--- src/rtl/core/cau_pkg.sv ---
// shared types and constants of the complex arithmetic unit
`timescale 1ns / 1ps
package cau_pkg;

  localparam int PART_WIDTH_DEF = 16;
  localparam int FRAC_BITS_DEF  = 8;

  typedef enum logic [1:0] {
    OP_ADD = 2'd0,
    OP_SUB = 2'd1,
    OP_MUL = 2'd2,
    OP_DIV = 2'd3
  } op_e;

  // per-item control that rides along the divider stages
  typedef struct packed {
    logic       div;
    logic       dz;
    logic [1:0] neg;
    logic [1:0] ovf;
  } ctl_t;

endpackage

--- src/rtl/core/cau_div_step.sv ---
// one restoring division step for both parts of an item
`timescale 1ns / 1ps
module cau_div_step import cau_pkg::*; #(
  parameter int PART_WIDTH = PART_WIDTH_DEF,
  parameter int FRAC_BITS  = FRAC_BITS_DEF,
  parameter int QBIT       = 0
) (
  input  logic                            clk_i,
  input  logic                            rst_ni,
  input  logic                            valid_i,
  output logic                            ready_o,
  input  ctl_t                            ctl_i,
  input  logic [2*PART_WIDTH+FRAC_BITS:0] rem_i [2],
  input  logic [PART_WIDTH:0]             q_i [2],
  input  logic [2*PART_WIDTH:0]           den_i,
  output logic                            valid_o,
  input  logic                            ready_i,
  output ctl_t                            ctl_o,
  output logic [2*PART_WIDTH+FRAC_BITS:0] rem_o [2],
  output logic [PART_WIDTH:0]             q_o [2],
  output logic [2*PART_WIDTH:0]           den_o
);

  localparam int MW = 2 * PART_WIDTH + 1;
  localparam int NW = MW + FRAC_BITS;
  localparam int CW = NW + PART_WIDTH + 2;

  logic          valid_q;
  logic [CW-1:0] dsh;
  logic [CW-1:0] dtop;
  logic [CW-1:0] diff [2];
  logic          hit [2];
  ctl_t          ctl_d;
  logic [NW-1:0] rem_d [2];
  logic [PART_WIDTH:0] q_d [2];

  assign ready_o = !valid_q || ready_i;
  assign valid_o = valid_q;

  always_comb begin
    dsh   = CW'(den_i) << QBIT;
    dtop  = CW'(den_i) << (PART_WIDTH + 1);
    ctl_d = ctl_i;
    for (int p = 0; p < 2; p++) begin
      diff[p]  = CW'(rem_i[p]) - dsh;
      hit[p]   = ctl_i.div && (CW'(rem_i[p]) >= dsh);
      rem_d[p] = hit[p] ? NW'(diff[p]) : rem_i[p];
      q_d[p]   = q_i[p];
      q_d[p][QBIT] = hit[p];
      // top step also flags a quotient too large for the result bits
      if (QBIT == PART_WIDTH) begin
        ctl_d.ovf[p] = ctl_i.div && (CW'(rem_i[p]) >= dtop);
      end
    end
  end

  always_ff @(posedge clk_i or negedge rst_ni) begin
    if (!rst_ni) begin
      valid_q <= 1'b0;
    end else if (ready_o) begin
      valid_q <= valid_i;
    end
  end

  always_ff @(posedge clk_i) begin
    if (ready_o && valid_i) begin
      ctl_o <= ctl_d;
      rem_o <= rem_d;
      q_o   <= q_d;
      den_o <= den_i;
    end
  end

endmodule

--- config.mk ---
export PLATFORM = sky130hd
export DESIGN_NAME = cau_div_step
export DESIGN_NICKNAME = d
export VERILOG_FILES = /design/src/rtl/core/cau_pkg.sv /design/src/rtl/core/cau_div_step.sv
export SDC_FILE = /design/constraint.sdc
export NUM_CORES = 1
export LEC_CHECK = 0
export ABC_AREA = 1
export BUFFER_PORTS_ARGS = -buffer_cell sky130_fd_sc_hd__buf_2
export CAP_MARGIN = 10
export CORE_MARGIN = 5
export CORE_UTILIZATION = 30
export DETAILED_ROUTE_END_ITERATION = 12
export SLEW_MARGIN = 25
export SYNTH_ARGS = -nofsm -noshare
export SYNTH_HDL_FRONTEND = slang
export SYNTH_SLANG_ARGS = --single-unit
--- constraint.sdc ---
create_clock -name clk_i -period 16.3 [get_ports clk_i]
set_input_delay 3.26 -clock clk_i [delete_from_list [all_inputs] [get_ports clk_i]]
set_output_delay 3.26 -clock clk_i [all_outputs]
set_load 0.02 [all_outputs]
==> results.cfg <==
[status]
status = completed

[drt]
wire_per_inst_um = 17.39
postRouteAntennaNets = 0
wl_mm = 48.39
dr.first_iter.drc_count = 704
drcViolationCount = 0
avgViaCountPerCell = 4.507
firstDrtPassIters = 7
vias = 12540

[power]
leakagePower_nw = 8.673
cellPowerDensity_nw_per_um2 = 84.14
finalPower_mw = 1.296
ir_drop_mv = 0.07442

[synth]
syn_inst = 1913
synth.yosys.seq_area_share_pct = 37.13
synthDistinctLibCells = 31
avgSynthCellArea_um2 = 6.588
ys_ff_latch = 156
synth-edff-count = 155
synth_fp_nets = 2140
syn_area_um2 = 12600
synth_warnings = 0
ys.flop_type = edfxtp_1
ys_async_sr_fraction_pct = 0.6410

[layout]
final_layout_size_suffix_gt1_share_pct = 18.06
nets = 2457
fill_cells = 4520
area_growth_pct = 22.18

[clocking]
clk_latency_ns = 0.50
path_clk_slew_ns = 0.07
cts_tree = built
ctsResizeCount = 0
cts_buffers = 17
cts-htree-levels = 4
clock_sinks = 156
cts_hold_buf = 0
clockBufferDepth = 2
cts_setup_buffers = 0
cts_root_buf = clkbuf_16

[setup_path]
worst_path_max_delay_cell = buf_2
max_stage_delay_ns = 0.16
path_common_cell = buf_2
worstPathCellList = buf_2 -> inv_1 -> nand2_1 -> buf_2
end_kind = output port
worstSetupStartpoint = ready_i
r2r-start = valid_o
cp.arrival_ns = 3.69
cp_top_family = buffers and inverters
worstSetupStartpointType = input pin
path_class = in2out
critPathMaxFanout = 2
critPathRequiredTime_ns = 13.04
crit_buf_inv = 3

[floorplan]
core_um2 = 41760
fp.dieW_um = 215.0
die_area_um2 = 46210
rows = 75
start_util_pct = 30.18
io_pins = 316
die-height_um = 215.0

[timing]
fmaxAchievable_ghz = 0.1440
rsz0062_at_grt = no
tightest_slew_ns = 0.8633
setup_violations = 0
finalHoldViolCount = 0
skew_ns = 0.01616
final.period_utilization_pct = 42.61
fin_setup_tns_ns = 0
post-route-min-period_ns = 6.945
max_slew_margin_pct = 42.45
drv_slew = 0

[global_routing]
grt_pass1_vias = 12620
grt.overflow.total = 0
grtUsageTotal_pct = 20.82
grt_pass1_wl_mm = 72.75
grt_max_degree = 63
antenna_found_initial = 2

[placed_design]
io_buffers = 313
place_hpwl_mm = 41.00
place_congestion = 0.9688

[flow_run]
drv_cap = 0

[worst_hold_path]
min_from = valid_o
min_path_type = reg2reg
-- worst paths after layout --
path | endpoint | slack (ns) | cells after the start
max in group asynchronous | valid_o | 13.67 | 1
worst min register to register | valid_o | 0.60 | 2
min in group asynchronous | valid_o | 2.54 | 1
worst max register to register | rem_o[17] | 14.09 | 3
worst min-delay path | valid_o | 0.60 | 2
worst max-delay path | ready_o | 9.35 | 4
-- synthesized netlist by cell type, types with 5 or more instances --
cell / number / area, um2
nand2_1: 899 / 3374
inv_2: 9 / 33.78
a21oi_1: 35 / 175.2
xor2_1: 33 / 289.0
nor2_2: 14 / 87.58
nand3_1: 111 / 555.5
ha_1: 66 / 825.8
nor2_1: 103 / 386.6
edfxtp_1: 155 / 4654
buf_6: 7 / 78.83
nand3b_1: 5 / 37.54
nor3_1: 17 / 85.08
buf_2: 7 / 35.03
inv_1: 379 / 1423
nand2_2: 15 / 93.84
nand4_1: 24 / 150.1
-- through the flow --
step | instance area [um2] | utilization [%] | setup WS, ns | hold slack (ns) | instances
after floorplan | 12600 | - | 4.824 | 0.7682 | 1913
after global placement | 14740 | 35.31 | 9.364 | 0.5504 | 2749
after detailed placement | 14740 | 35.31 | 9.354 | 0.5883 | 2749
after CTS | 15370 | 36.80 | 9.353 | 0.6047 | 2781
after global routing | 15400 | 36.87 | 9.318 | 0.6503 | 2783
final | 15400 | 36.87 | 9.355 | 0.5967 | 2783
-- power by group --
| part | switching [mW] | total, mW | leakage (nW) | internal (mW) |
|---|---|---|---|---|
| clock network | 0.190 | 0.436 | 0.303 | 0.246 |
| logic | 0.259 | 0.375 | 6.88 | 0.116 |
| registers | 0.00640 | 0.485 | 1.50 | 0.478 |
-- area by class of cell --
| class | count | area [um2] | area share [%] |
|---|---|---|---|
| Clock inverter | 15 | 198.9 | 1.292 |
| Sequential cell | 156 | 4679 | 30.39 |
| Inverter | 388 | 1456 | 9.458 |
| Multi-Input combinational cell | 1349 | 6337 | 41.16 |
| Clock buffer | 17 | 425.4 | 2.763 |
| Timing Repair Buffer | 318 | 1624 | 10.55 |
| Tap cell | 539 | 674.4 | 4.380 |
| Antenna cell | 1 | 2.502 | 0.01625 |
-- registers in the layout, indices dropped and copies added, names as in the netlist --
signal and count:
ctl_o 6, den_o 33, valid_o 1, q_o 34, rem_o 82
-- kinds of logic after synthesis --
kind of cell             synth area share [%]
buffers and inverters                   12.70
AND/OR/NAND/NOR                         39.01
adder cells (fa/ha/maj)                 6.870
AO/OA/AOI/OAI                           1.866
flip-flops                              37.13
XOR/XNOR                                2.432
-- layer usage --
layer / part of all wire (%) / track usage, %
met1: 42 / 24.18
met2: 50 / 37.68
met3: 4.3 / 4.039
met4: 3.7 / 8.332
met5: 0 / 0
-- placed cells by master (no fill, tap or decap), types with 24 or more instances in the layout --
cell type,count
ha_1,66
xor2_1,33
buf_2,313
nand2_1,898
a21oi_1,34
inv_1,379
nand3_1,111
edfxtp_1,155
nor2_1,103
nand4_1,24
-- worst reg2reg max path, delay by kind of cell (launching register included) --
family / cells / cell delay (ns)
AO/OA/AOI/OAI: 1 / 0.43
buffers and inverters: 2 / 0.87
flip-flops: 1 / 0.43
Power figures use the tool's default switching activity.
