## src/rtl/core/cau_pkg.sv

```systemverilog
// shared types and constants of the complex arithmetic unit
`timescale 1ns / 1ps
package cau_pkg;

  localparam int PART_WIDTH_DEF = 16;
  localparam int FRAC_BITS_DEF  = 8;

  typedef enum logic [1:0] {
    OP_ADD = 2'd0,
    OP_SUB = 2'd1,
    OP_MUL = 2'd2,
    OP_DIV = 2'd3
  } op_e;

  // per-item control that rides along the divider stages
  typedef struct packed {
    logic       div;
    logic       dz;
    logic [1:0] neg;
    logic [1:0] ovf;
  } ctl_t;

endpackage

```

## src/rtl/core/cau_combine.sv

```systemverilog
// combine stage: part sums, sign and magnitude, divisor
`timescale 1ns / 1ps
module cau_combine import cau_pkg::*; #(
  parameter int PART_WIDTH = PART_WIDTH_DEF,
  parameter int FRAC_BITS  = FRAC_BITS_DEF
) (
  input  logic                                    clk_i,
  input  logic                                    rst_ni,
  input  logic                                    valid_i,
  output logic                                    ready_o,
  input  op_e                                     op_i,
  input  logic signed [2*PART_WIDTH-1:0]          p_rr_i,
  input  logic signed [2*PART_WIDTH-1:0]          p_ii_i,
  input  logic signed [2*PART_WIDTH-1:0]          p_ri_i,
  input  logic signed [2*PART_WIDTH-1:0]          p_ir_i,
  input  logic signed [2*PART_WIDTH-1:0]          p_bb_r_i,
  input  logic signed [2*PART_WIDTH-1:0]          p_bb_i_i,
  input  logic signed [PART_WIDTH:0]              as_re_i,
  input  logic signed [PART_WIDTH:0]              as_im_i,
  output logic                                    valid_o,
  input  logic                                    ready_i,
  output ctl_t                                    ctl_o,
  output logic [2*PART_WIDTH+FRAC_BITS:0]         rem_o [2],
  output logic [PART_WIDTH:0]                     q_o [2],
  output logic [2*PART_WIDTH:0]                   den_o
);

  localparam int SW = 2 * PART_WIDTH + 1;
  localparam int NW = SW + FRAC_BITS;

  logic              valid_q;
  logic signed [SW-1:0] sum_d [2];
  logic [SW-1:0]     mag_d [2];
  logic [SW-1:0]     den_d;
  ctl_t              ctl_d;
  logic [NW-1:0]     rem_d [2];

  assign ready_o = !valid_q || ready_i;
  assign valid_o = valid_q;

  always_comb begin
    den_d = SW'(p_bb_r_i) + SW'(p_bb_i_i);
    unique case (op_i)
      OP_ADD, OP_SUB: begin
        sum_d[0] = SW'(as_re_i);
        sum_d[1] = SW'(as_im_i);
      end
      OP_MUL: begin
        sum_d[0] = SW'(p_rr_i) - SW'(p_ii_i);
        sum_d[1] = SW'(p_ri_i) + SW'(p_ir_i);
      end
      default: begin
        sum_d[0] = SW'(p_rr_i) + SW'(p_ii_i);
        sum_d[1] = SW'(p_ir_i) - SW'(p_ri_i);
      end
    endcase
    ctl_d.dz  = (op_i == OP_DIV) && (den_d == '0);
    ctl_d.div = (op_i == OP_DIV) && (den_d != '0);
    ctl_d.ovf = 2'b00;
    for (int p = 0; p < 2; p++) begin
      mag_d[p] = sum_d[p][SW-1] ? SW'(-sum_d[p]) : SW'(sum_d[p]);
      ctl_d.neg[p] = sum_d[p][SW-1] && !ctl_d.dz;
      if (ctl_d.dz) begin
        rem_d[p] = '0;
      end else if (ctl_d.div) begin
        rem_d[p] = NW'(mag_d[p]) << FRAC_BITS;
      end else if (op_i == OP_MUL) begin
        rem_d[p] = NW'(mag_d[p] >> FRAC_BITS);
      end else begin
        rem_d[p] = NW'(mag_d[p]);
      end
    end
  end

  always_ff @(posedge clk_i or negedge rst_ni) begin
    if (!rst_ni) begin
      valid_q <= 1'b0;
    end else if (ready_o) begin
      valid_q <= valid_i;
    end
  end

  always_ff @(posedge clk_i) begin
    if (ready_o && valid_i) begin
      ctl_o  <= ctl_d;
      rem_o  <= rem_d;
      q_o[0] <= '0;
      q_o[1] <= '0;
      den_o  <= den_d;
    end
  end

endmodule

```

## config.mk

```make
export PLATFORM = sky130hd
export DESIGN_NAME = cau_combine
export DESIGN_NICKNAME = d
export VERILOG_FILES = /design/src/rtl/core/cau_pkg.sv /design/src/rtl/core/cau_combine.sv
export SDC_FILE = /design/constraint.sdc
export NUM_CORES = 1
export LEC_CHECK = 0
export ABC_AREA = 1
export ABC_CLOCK_PERIOD_IN_PS = 9900
export BUFFER_PORTS_ARGS = -buffer_cell sky130_fd_sc_hd__buf_2
export CAP_MARGIN = 20
export CORE_MARGIN = 2
export CORE_UTILIZATION = 55
export CTS_CLUSTER_DIAMETER = 150
export DETAILED_ROUTE_END_ITERATION = 7
export PLACE_DENSITY = 0.81
export SYNTH_ARGS = -nofsm -noshare
export SYNTH_HDL_FRONTEND = slang
export SYNTH_SLANG_ARGS = --single-unit
```

## constraint.sdc

```tcl
create_clock -name clk_i -period 9.9 [get_ports clk_i]
set_input_delay 1.98 -clock clk_i [delete_from_list [all_inputs] [get_ports clk_i]]
set_output_delay 1.98 -clock clk_i [all_outputs]
set_load 0.01 [all_outputs]
```

==> reports/metrics.yaml <==
sta:
  fin_crit_sh: 0.727
  setup_violations: 0
  rsz0062_at_grt: "no"
  hold_violations: 0
  fin_crit_ps: 7200
  clock-skew-final_ps: 12.9
  slew_violations: 0
  holdWs_ps: 625
  timing.fmax_mhz: 139
  tightest_slew_ps: 981
  slew-limit-headroom: 0.346
  fin_tns_setup_ps: 0
setup_path:
  r2r_slack_ps: 7410
  cp_common_cell: "nand2_1"
  start_kind: "input pin"
  critPathMaxStageDelay_ps: 770
  arrival_ps: 7380
  end_kind: "flip-flop"
  worstPathRequired_ps: 10080
  critical_path_class: "in -> reg"
  slowest_stage: "buf_4"
  worst-path-max-fanout: 79
detailed_routing:
  vias_per_cell: 5.53
  wl_um: 60100
  drc_errors: 0
  drtPass1Iterations: 8
  met3_length_um: 5940
  drt_iter0_drc: 2110
  avgRoutedWirePerCell_um: 16.7
  vias: 19900
  route.met2.wl_um: 26700
  ant_nets: 0
  topRoutingLayerUsed: "met4"
  drt-met1-wl_um: 25200
synthesis:
  synth_cells: 2867
  synth_edf_count: 119
  synth-seq-area-share: 0.213
  yosysWarnings: 0
  ys.flop_type: "edfxtp_1"
  ys_ff_latch: 120
  syn_area_per_cell_sq_um: 5.88
  yosys.cell_types.count: 49
  synthArstFlopShare: 0.00833
  synth_area_sq_um: 16900
placement:
  routabilityCongestion: 1.01
  portBuffers: 352
  post-dp-hpwl_um: 49500
clock_tree:
  cts_tree: "built"
  cts-resized-gates: 0
  clk_path_buf_depth: 2
  htreeDepth: 4
  post_cts_buffers: 0
  cts_buffers: 17
  postCtsHoldBufs: 0
  cts_sinks: 120
  cts-root-buf: "clkbuf_16"
  clk_pin_slew_ps: 60
  clk_latency_ps: 440
outcome:
  status: "finished, final reports clean"
global_routing:
  grt_max_degree: 80
  grt_pass1_vias: 17900
  grt_use_total: 0.365
  grt_pass1_wl_um: 91200
  antenna_found_initial: 0
  grt_overflow: 0
floorplanning:
  placementRows: 64
  ios: 389
  initial_core_util: 0.554
  die_y_um: 179
  die_area_sq_um: 32100
  die_x_um: 179
  coreArea_sq_um: 30400
final_layout:
  drive_above_1_share: 0.145
  area_growth_pct: 14.6
  final_common_cell: "nand2_1"
  final_nets: 3531
  final_cell_mix: "nand2_1 (972), inv_1 (451), buf_2 (351)"
  antenna_cells: 0
power:
  powerDensity_nw_per_um2: 129
  vdd_drop_max_v: 0.000109
  power.leakage_nw: 10.8
  total_power_w: 0.00250
run:
  drv_cap: 0
worst_hold_path:
  hp-class: "reg -> reg"
-- sequential cells by signal, summed over array words and instances (netlist names) --
signal,cells
ctl_o,4
den_o,33
rem_o,82
valid_o,1
-- area by class of cell --
type / count / area [sq um]
fill: 3023 / 11100
multi-input combinational: 2232 / 11100
sequential: 120 / 3600
inverter: 462 / 1740
clock inverter: 15 / 143
clock buffer: 17 / 425
timing repair buffer: 357 / 1800
tap: 396 / 495
-- cell usage after synthesis (7+ instances only) --
cell | number | share of area
o21ai_0 | 83 | 0.025
o21bai_1 | 7 | 0.0031
nor3_1 | 40 | 0.012
nor4_1 | 9 | 0.0033
buf_4 | 43 | 0.019
inv_2 | 7 | 0.0016
xnor2_1 | 23 | 0.012
nand4_1 | 46 | 0.017
nor2_2 | 16 | 0.0059
buf_1 | 8 | 0.0018
nand2_2 | 11 | 0.0041
ha_1 | 106 | 0.079
inv_1 | 452 | 0.10
clkbuf_1 | 18 | 0.0040
nand3_1 | 277 | 0.082
nor2_1 | 302 | 0.067
a21oi_1 | 119 | 0.035
xor2_1 | 72 | 0.037
nand3b_1 | 19 | 0.0085
buf_2 | 14 | 0.0042
nand2_1 | 972 | 0.22
edfxtp_1 | 119 | 0.21
a31oi_1 | 14 | 0.0052
or2_2 | 14 | 0.0052
o21ai_1 | 18 | 0.0053
-- where the power goes --
group          internal [W]  total [W]  switching (W)
clock network      0.000350   0.000609       0.000259
logic              0.000394    0.00123       0.000841
registers          0.000633   0.000655      0.0000214
-- final timing paths --
path | depth (start not counted) | end | start
max | 28 | rem_o[11] | op_i[1]
min | 2 | valid_o | valid_o
max reg2reg | 3 | rem_o[47] | valid_o
min reg2reg | 2 | valid_o | valid_o
max in group asynchronous | 1 | valid_o | rst_ni
min in group asynchronous | 1 | valid_o | rst_ni
-- routing by layer --
metal | up-vias | GRT usage
met2 | 1119 | 0.603
met1 | 8909 | 0.480
li1 | 9728 | -
met5 | - | 0
met3 | 133 | 0.0594
met4 | 0 | 0.132
-- logic make-up after synthesis --
group / Yosys count / share of synthesized area
AND/OR/NAND/NOR: 1728 / 0.435
AO/OA/AOI/OAI: 263 / 0.0837
adder cells (fa/ha/maj): 109 / 0.0822
XOR/XNOR: 96 / 0.0503
flip-flops: 120 / 0.213
buffers and inverters: 550 / 0.136
other: 1 / 0.000222
-- critical path: cells and delay by family --
family	cells	cell delay, ps
and+or+nand+nor	18	2350
buffers and inverters	6	2100
adders and majority gates	1	390
AOI/OAI and AO/OA	2	290
xor gates and xnor gates	1	190
-- through the flow --
step	std cells	setup WS (ps)	util	area (sq um)
2_1_floorplan	2902	1510	-	17000
3_3_place_gp	3567	2510	0.617	18800
3_5_place_dp	3567	2390	0.617	18800
4_1_cts	3599	2790	0.635	19300
5_1_grt	3599	2040	0.635	19300
6_report	3599	2700	0.635	19300
(Power assumes the default switching activity.)
