## config.mk

```make
export PLATFORM = sky130hd
export DESIGN_NAME = cau_mul
export DESIGN_NICKNAME = d
export VERILOG_FILES = /design/src/rtl/core/cau_pkg.sv /design/src/rtl/core/cau_mul.sv
export SDC_FILE = /design/constraint.sdc
export NUM_CORES = 2
export LEC_CHECK = 0
export BUFFER_PORTS_ARGS = -buffer_cell sky130_fd_sc_hd__buf_2
export CAP_MARGIN = 20
export CORE_UTILIZATION = 40
export CTS_CLUSTER_DIAMETER = 60
export CTS_CLUSTER_SIZE = 8
export DETAILED_ROUTE_END_ITERATION = 10
export MAX_ROUTING_LAYER = met4
export PLACE_DENSITY_LB_ADDON = 0.15
export SLEW_MARGIN = 20
export SYNTH_ARGS = -nofsm -noshare
export SYNTH_HDL_FRONTEND = slang
export SYNTH_SLANG_ARGS = --single-unit
```

## constraint.sdc

```tcl
create_clock -name clk_i -period 15.93 [get_ports clk_i]
set_clock_uncertainty 0.15 [all_clocks]
set_input_delay 3.186 -clock clk_i [delete_from_list [all_inputs] [get_ports clk_i]]
set_output_delay 3.186 -clock clk_i [all_outputs]
set_load 0.05 [all_outputs]
```

## src/rtl/core/cau_pkg.sv

```systemverilog
// shared types and constants of the complex arithmetic unit
`timescale 1ns / 1ps
package cau_pkg;

  localparam int PART_WIDTH_DEF = 16;
  localparam int FRAC_BITS_DEF  = 8;

  typedef enum logic [1:0] {
    OP_ADD = 2'd0,
    OP_SUB = 2'd1,
    OP_MUL = 2'd2,
    OP_DIV = 2'd3
  } op_e;

  // per-item control that rides along the divider stages
  typedef struct packed {
    logic       div;
    logic       dz;
    logic [1:0] neg;
    logic [1:0] ovf;
  } ctl_t;

endpackage

```

## src/rtl/core/cau_mul.sv

```systemverilog
// operand stage: partial products and sums or differences of the parts
`timescale 1ns / 1ps
module cau_mul import cau_pkg::*; #(
  parameter int PART_WIDTH = PART_WIDTH_DEF
) (
  input  logic                           clk_i,
  input  logic                           rst_ni,
  input  logic                           valid_i,
  output logic                           ready_o,
  input  logic [1:0]                     operation_i,
  input  logic signed [PART_WIDTH-1:0]   a_real_i,
  input  logic signed [PART_WIDTH-1:0]   a_imag_i,
  input  logic signed [PART_WIDTH-1:0]   b_real_i,
  input  logic signed [PART_WIDTH-1:0]   b_imag_i,
  output logic                           valid_o,
  input  logic                           ready_i,
  output op_e                            op_o,
  output logic signed [2*PART_WIDTH-1:0] p_rr_o,
  output logic signed [2*PART_WIDTH-1:0] p_ii_o,
  output logic signed [2*PART_WIDTH-1:0] p_ri_o,
  output logic signed [2*PART_WIDTH-1:0] p_ir_o,
  output logic signed [2*PART_WIDTH-1:0] p_bb_r_o,
  output logic signed [2*PART_WIDTH-1:0] p_bb_i_o,
  output logic signed [PART_WIDTH:0]     as_re_o,
  output logic signed [PART_WIDTH:0]     as_im_o
);

  localparam int PRW = 2 * PART_WIDTH;
  localparam int ASW = PART_WIDTH + 1;

  logic valid_q;
  logic signed [ASW-1:0] as_re_d, as_im_d;

  assign ready_o = !valid_q || ready_i;
  assign valid_o = valid_q;

  always_comb begin
    if (op_e'(operation_i) == OP_SUB) begin
      as_re_d = ASW'(a_real_i) - ASW'(b_real_i);
      as_im_d = ASW'(a_imag_i) - ASW'(b_imag_i);
    end else begin
      as_re_d = ASW'(a_real_i) + ASW'(b_real_i);
      as_im_d = ASW'(a_imag_i) + ASW'(b_imag_i);
    end
  end

  always_ff @(posedge clk_i or negedge rst_ni) begin
    if (!rst_ni) begin
      valid_q <= 1'b0;
    end else if (ready_o) begin
      valid_q <= valid_i;
    end
  end

  always_ff @(posedge clk_i) begin
    if (ready_o && valid_i) begin
      op_o     <= op_e'(operation_i);
      p_rr_o   <= PRW'(a_real_i) * PRW'(b_real_i);
      p_ii_o   <= PRW'(a_imag_i) * PRW'(b_imag_i);
      p_ri_o   <= PRW'(a_real_i) * PRW'(b_imag_i);
      p_ir_o   <= PRW'(a_imag_i) * PRW'(b_real_i);
      p_bb_r_o <= PRW'(b_real_i) * PRW'(b_real_i);
      p_bb_i_o <= PRW'(b_imag_i) * PRW'(b_imag_i);
      as_re_o  <= as_re_d;
      as_im_o  <= as_im_d;
    end
  end

endmodule

```

==> results.sh <==
export IMPL_syn_to_final_growth_pct=7.293
export IMPL_critPathTopFamily="adder cells"
export IMPL_drtIter0Drc=2207
export IMPL_dieArea_um2=166200
export IMPL_yosysSeqAreaShare_pct=10.35
export IMPL_slew_headroom_pct=30.36
export IMPL_setup_viol=0
export IMPL_ys_warn_count=0
export IMPL_first_pass_iters=5
export IMPL_cts_buffers=40
export IMPL_synthCells=6837
export IMPL_r2r_cells=5
export IMPL_yosysTopAreaCell="fa_1"
export IMPL_arrival_ns=10.35
export IMPL_synthArstFlopShare_pct=0.4405
export IMPL_vias=44580
export IMPL_r2r_setup_slack_ns=12.43
export IMPL_fin_setup_tns_ns=0
export IMPL_cts_hold_buf=0
export IMPL_r2r_end="p_rr_o[26]"
export IMPL_cts_resized=0
export IMPL_track_usage_pct=21.75
export IMPL_htree_levels=2
export IMPL_chipWidth_um=407.7
export IMPL_grtUsageMet1_pct=29.85
export IMPL_antenna_left=0
export IMPL_max_freq_mhz=98.43
export IMPL_hold_class="reg2reg"
export IMPL_synth_seq_cells=227
export IMPL_path_class="in2reg"
export IMPL_min_from="valid_o"
export IMPL_holdPathEnd="valid_o"
export IMPL_final_area_um2=70650
export IMPL_hold_violations=0
export IMPL_use_met2_pct=34.12
export IMPL_cts_tree="built"
export IMPL_crit_top_cell="fa_1"
export IMPL_cts_setup_buffers=0
export IMPL_grt_max_degree=63
export IMPL_postPlaceCellArea_um2=69450
export IMPL_viasPerCell=4.867
export IMPL_start_util_pct=40.36
export IMPL_numPortBuffers=297
export IMPL_grt_pass1_wl_um=272800
export IMPL_grt_pass1_vias=47890
export IMPL_hold_depth=2
export IMPL_wl_um=168900
export IMPL_die_h_um=407.7
export IMPL_slew_violations=0
export IMPL_drive_gt1_share_pct=6.643
export IMPL_clock_path_buffers=3
export IMPL_grt_ovfl_total=0
export IMPL_cp_start_kind="input port"
export IMPL_synth_area_top_cells="fa_1, ha_1, edfxtp_1, inv_1, and2_1"
export IMPL_syn_area_um2=65840
export IMPL_netlist_top_cells_count="inv_1, fa_1, nand2_1"
export IMPL_synth_top_area_share_pct=46.06
export IMPL_required_ns=16.12
export IMPL_worstPathMaxFanout=43
export IMPL_post_drt_wl_per_cell_um=18.44
export IMPL_rsz0062_at_grt="false"
export IMPL_clkSinkCount=227
export IMPL_critPathCaptureType="flop"
export IMPL_max_stage_delay_ns=0.63
export IMPL_critPathBufInv=5
export IMPL_antenna_found_initial=12
export IMPL_met3_usage_pct=2.789
export IMPL_setup_ws_ns=5.771
export IMPL_worstSkewPairLatency_ns=0.60
export IMPL_fin_nets=9086
export IMPL_synth_area_per_cell_um2=9.630
export IMPL_cap_viol_max_count=0
export IMPL_critical_path_cell_chain="buf_2, buf_4, inv_1, nor2_1, fa_1, fa_1, fa_1, fa_1, fa_1, inv_1, fa_1, inv_1, ha_1, a211oi_1, nand2_1, or4_1, o211ai_1, a31oi_1, a221o_1, a21oi_1, xnor2_1"
export IMPL_tightest_slew_ns=1.045
export IMPL_status="completed"
export IMPL_synthFlopType="edfxtp_1"
export IMPL_gp_congestion=0.8463
export IMPL_synth_edf_count=226
export IMPL_dp_hpwl_um=129800
export IMPL_rows=148
export IMPL_synth_most_common_cell="inv_1"
export IMPL_preCtsSetupSlack_ns=5.241
export IMPL_io_pins=300
export IMPL_cts_clk_slew_worst_paths_ns=0.05
export IMPL_yosysUniqueCellTypes=92
export IMPL_core_area_um2=163100
export IMPL_fin_crit_ns=10.16
export IMPL_drc=0
export IMPL_gr_max_usage_layer="met2"
export IMPL_finalCritPeriodShare_pct=63.78
export IMPL_critical_path_slowest_cell="fa_1"
export IMPL_root_buffer="clkbuf_16"
export IMPL_worstReg2RegStart="valid_o"
## worst reg2reg max path: cells and delay by family, from the launching register on
| family | cells | cell delay, ns |
|---|---|---|
| simple gates | 2 | 0.55 |
| buf+inv | 3 | 1.99 |
| flops | 1 | 0.37 |
## cell families after synthesis
logic type	share of synthesized area, %
other	0.005695
flip-flops	10.35
AND/OR/NAND/NOR	12.15
buffers and inverters	11.89
multiplexers	0.1235
XOR/XNOR	3.671
AO/OA/AOI/OAI	5.395
adder cells (fa/ha/maj)	56.42
## how the worst max path moves through the flow
stage                       startpoint      endpoint  slack [ns]  cells past startpoint
after floorplan           b_imag_i[15]  p_bb_i_o[30]        6.19                     17
after global placement    b_imag_i[15]  p_bb_i_o[31]        5.42                     22
after detailed placement   b_imag_i[3]  p_bb_i_o[31]        5.24                     21
after CTS                  b_imag_i[3]  p_bb_i_o[31]        5.87                     21
after global routing      b_imag_i[14]  p_bb_i_o[31]        5.56                     23
final                      b_imag_i[3]  p_bb_i_o[31]        5.77                     21
## through the flow
step / hold slack [ns] / utilization [%] / instances
2_1_floorplan: 1.025 / - / 6838
3_3_place_gp: 0.3548 / 42.57 / 9089
3_5_place_dp: 0.3732 / 42.57 / 9089
4_1_cts: 0.3844 / 43.28 / 9145
5_1_grt: 0.4267 / 43.29 / 9151
6_report: 0.3763 / 43.30 / 9159
## area by class of cell
class / instances / area, µm²
Antenna cell: 14 / 35.03
Clock buffer: 43 / 1012
Tap cell: 2175 / 2721
Fill cell: 15920 / 92500
Clock inverter: 13 / 148.9
Sequential cell: 227 / 6812
Multi-Input combinational cell: 4527 / 51210
Timing Repair Buffer: 358 / 1944
Inverter: 1802 / 6764
## flip-flops by register name (all words and copies together) (netlist names), 2 cells and up
| name | count |
|---|---|
| p_ii_o | 32 |
| p_ir_o | 32 |
| p_ri_o | 32 |
| p_rr_o | 32 |
| p_bb_i_o | 31 |
| p_bb_r_o | 31 |
| as_im_o | 17 |
| as_re_o | 17 |
| op_o | 2 |
## metal layers
metal	wire (µm)	share of wire [%]
met1	76610	45
met5	0	0
met2	79030	47
met4	4552	2.7
met3	8675	5.1
## cells in the final DEF, fill, tap and decap left out, drive strengths merged, types with 23 or more instances in the layout
master,count
nand2,690
o21bai,26
ha,545
inv,1797
clkbuf,43
nor3,33
buf,358
nand3,23
o21ai,99
xnor2,212
xor2,64
nand2b,26
fa,1515
a21o,70
o21a,31
edfxtp,226
nor2,226
a21oi,164
and2,544
Power is left out: the tool's default activity adds up to more than one toggle a clock period on the data nets, which glitch-free logic cannot reach.
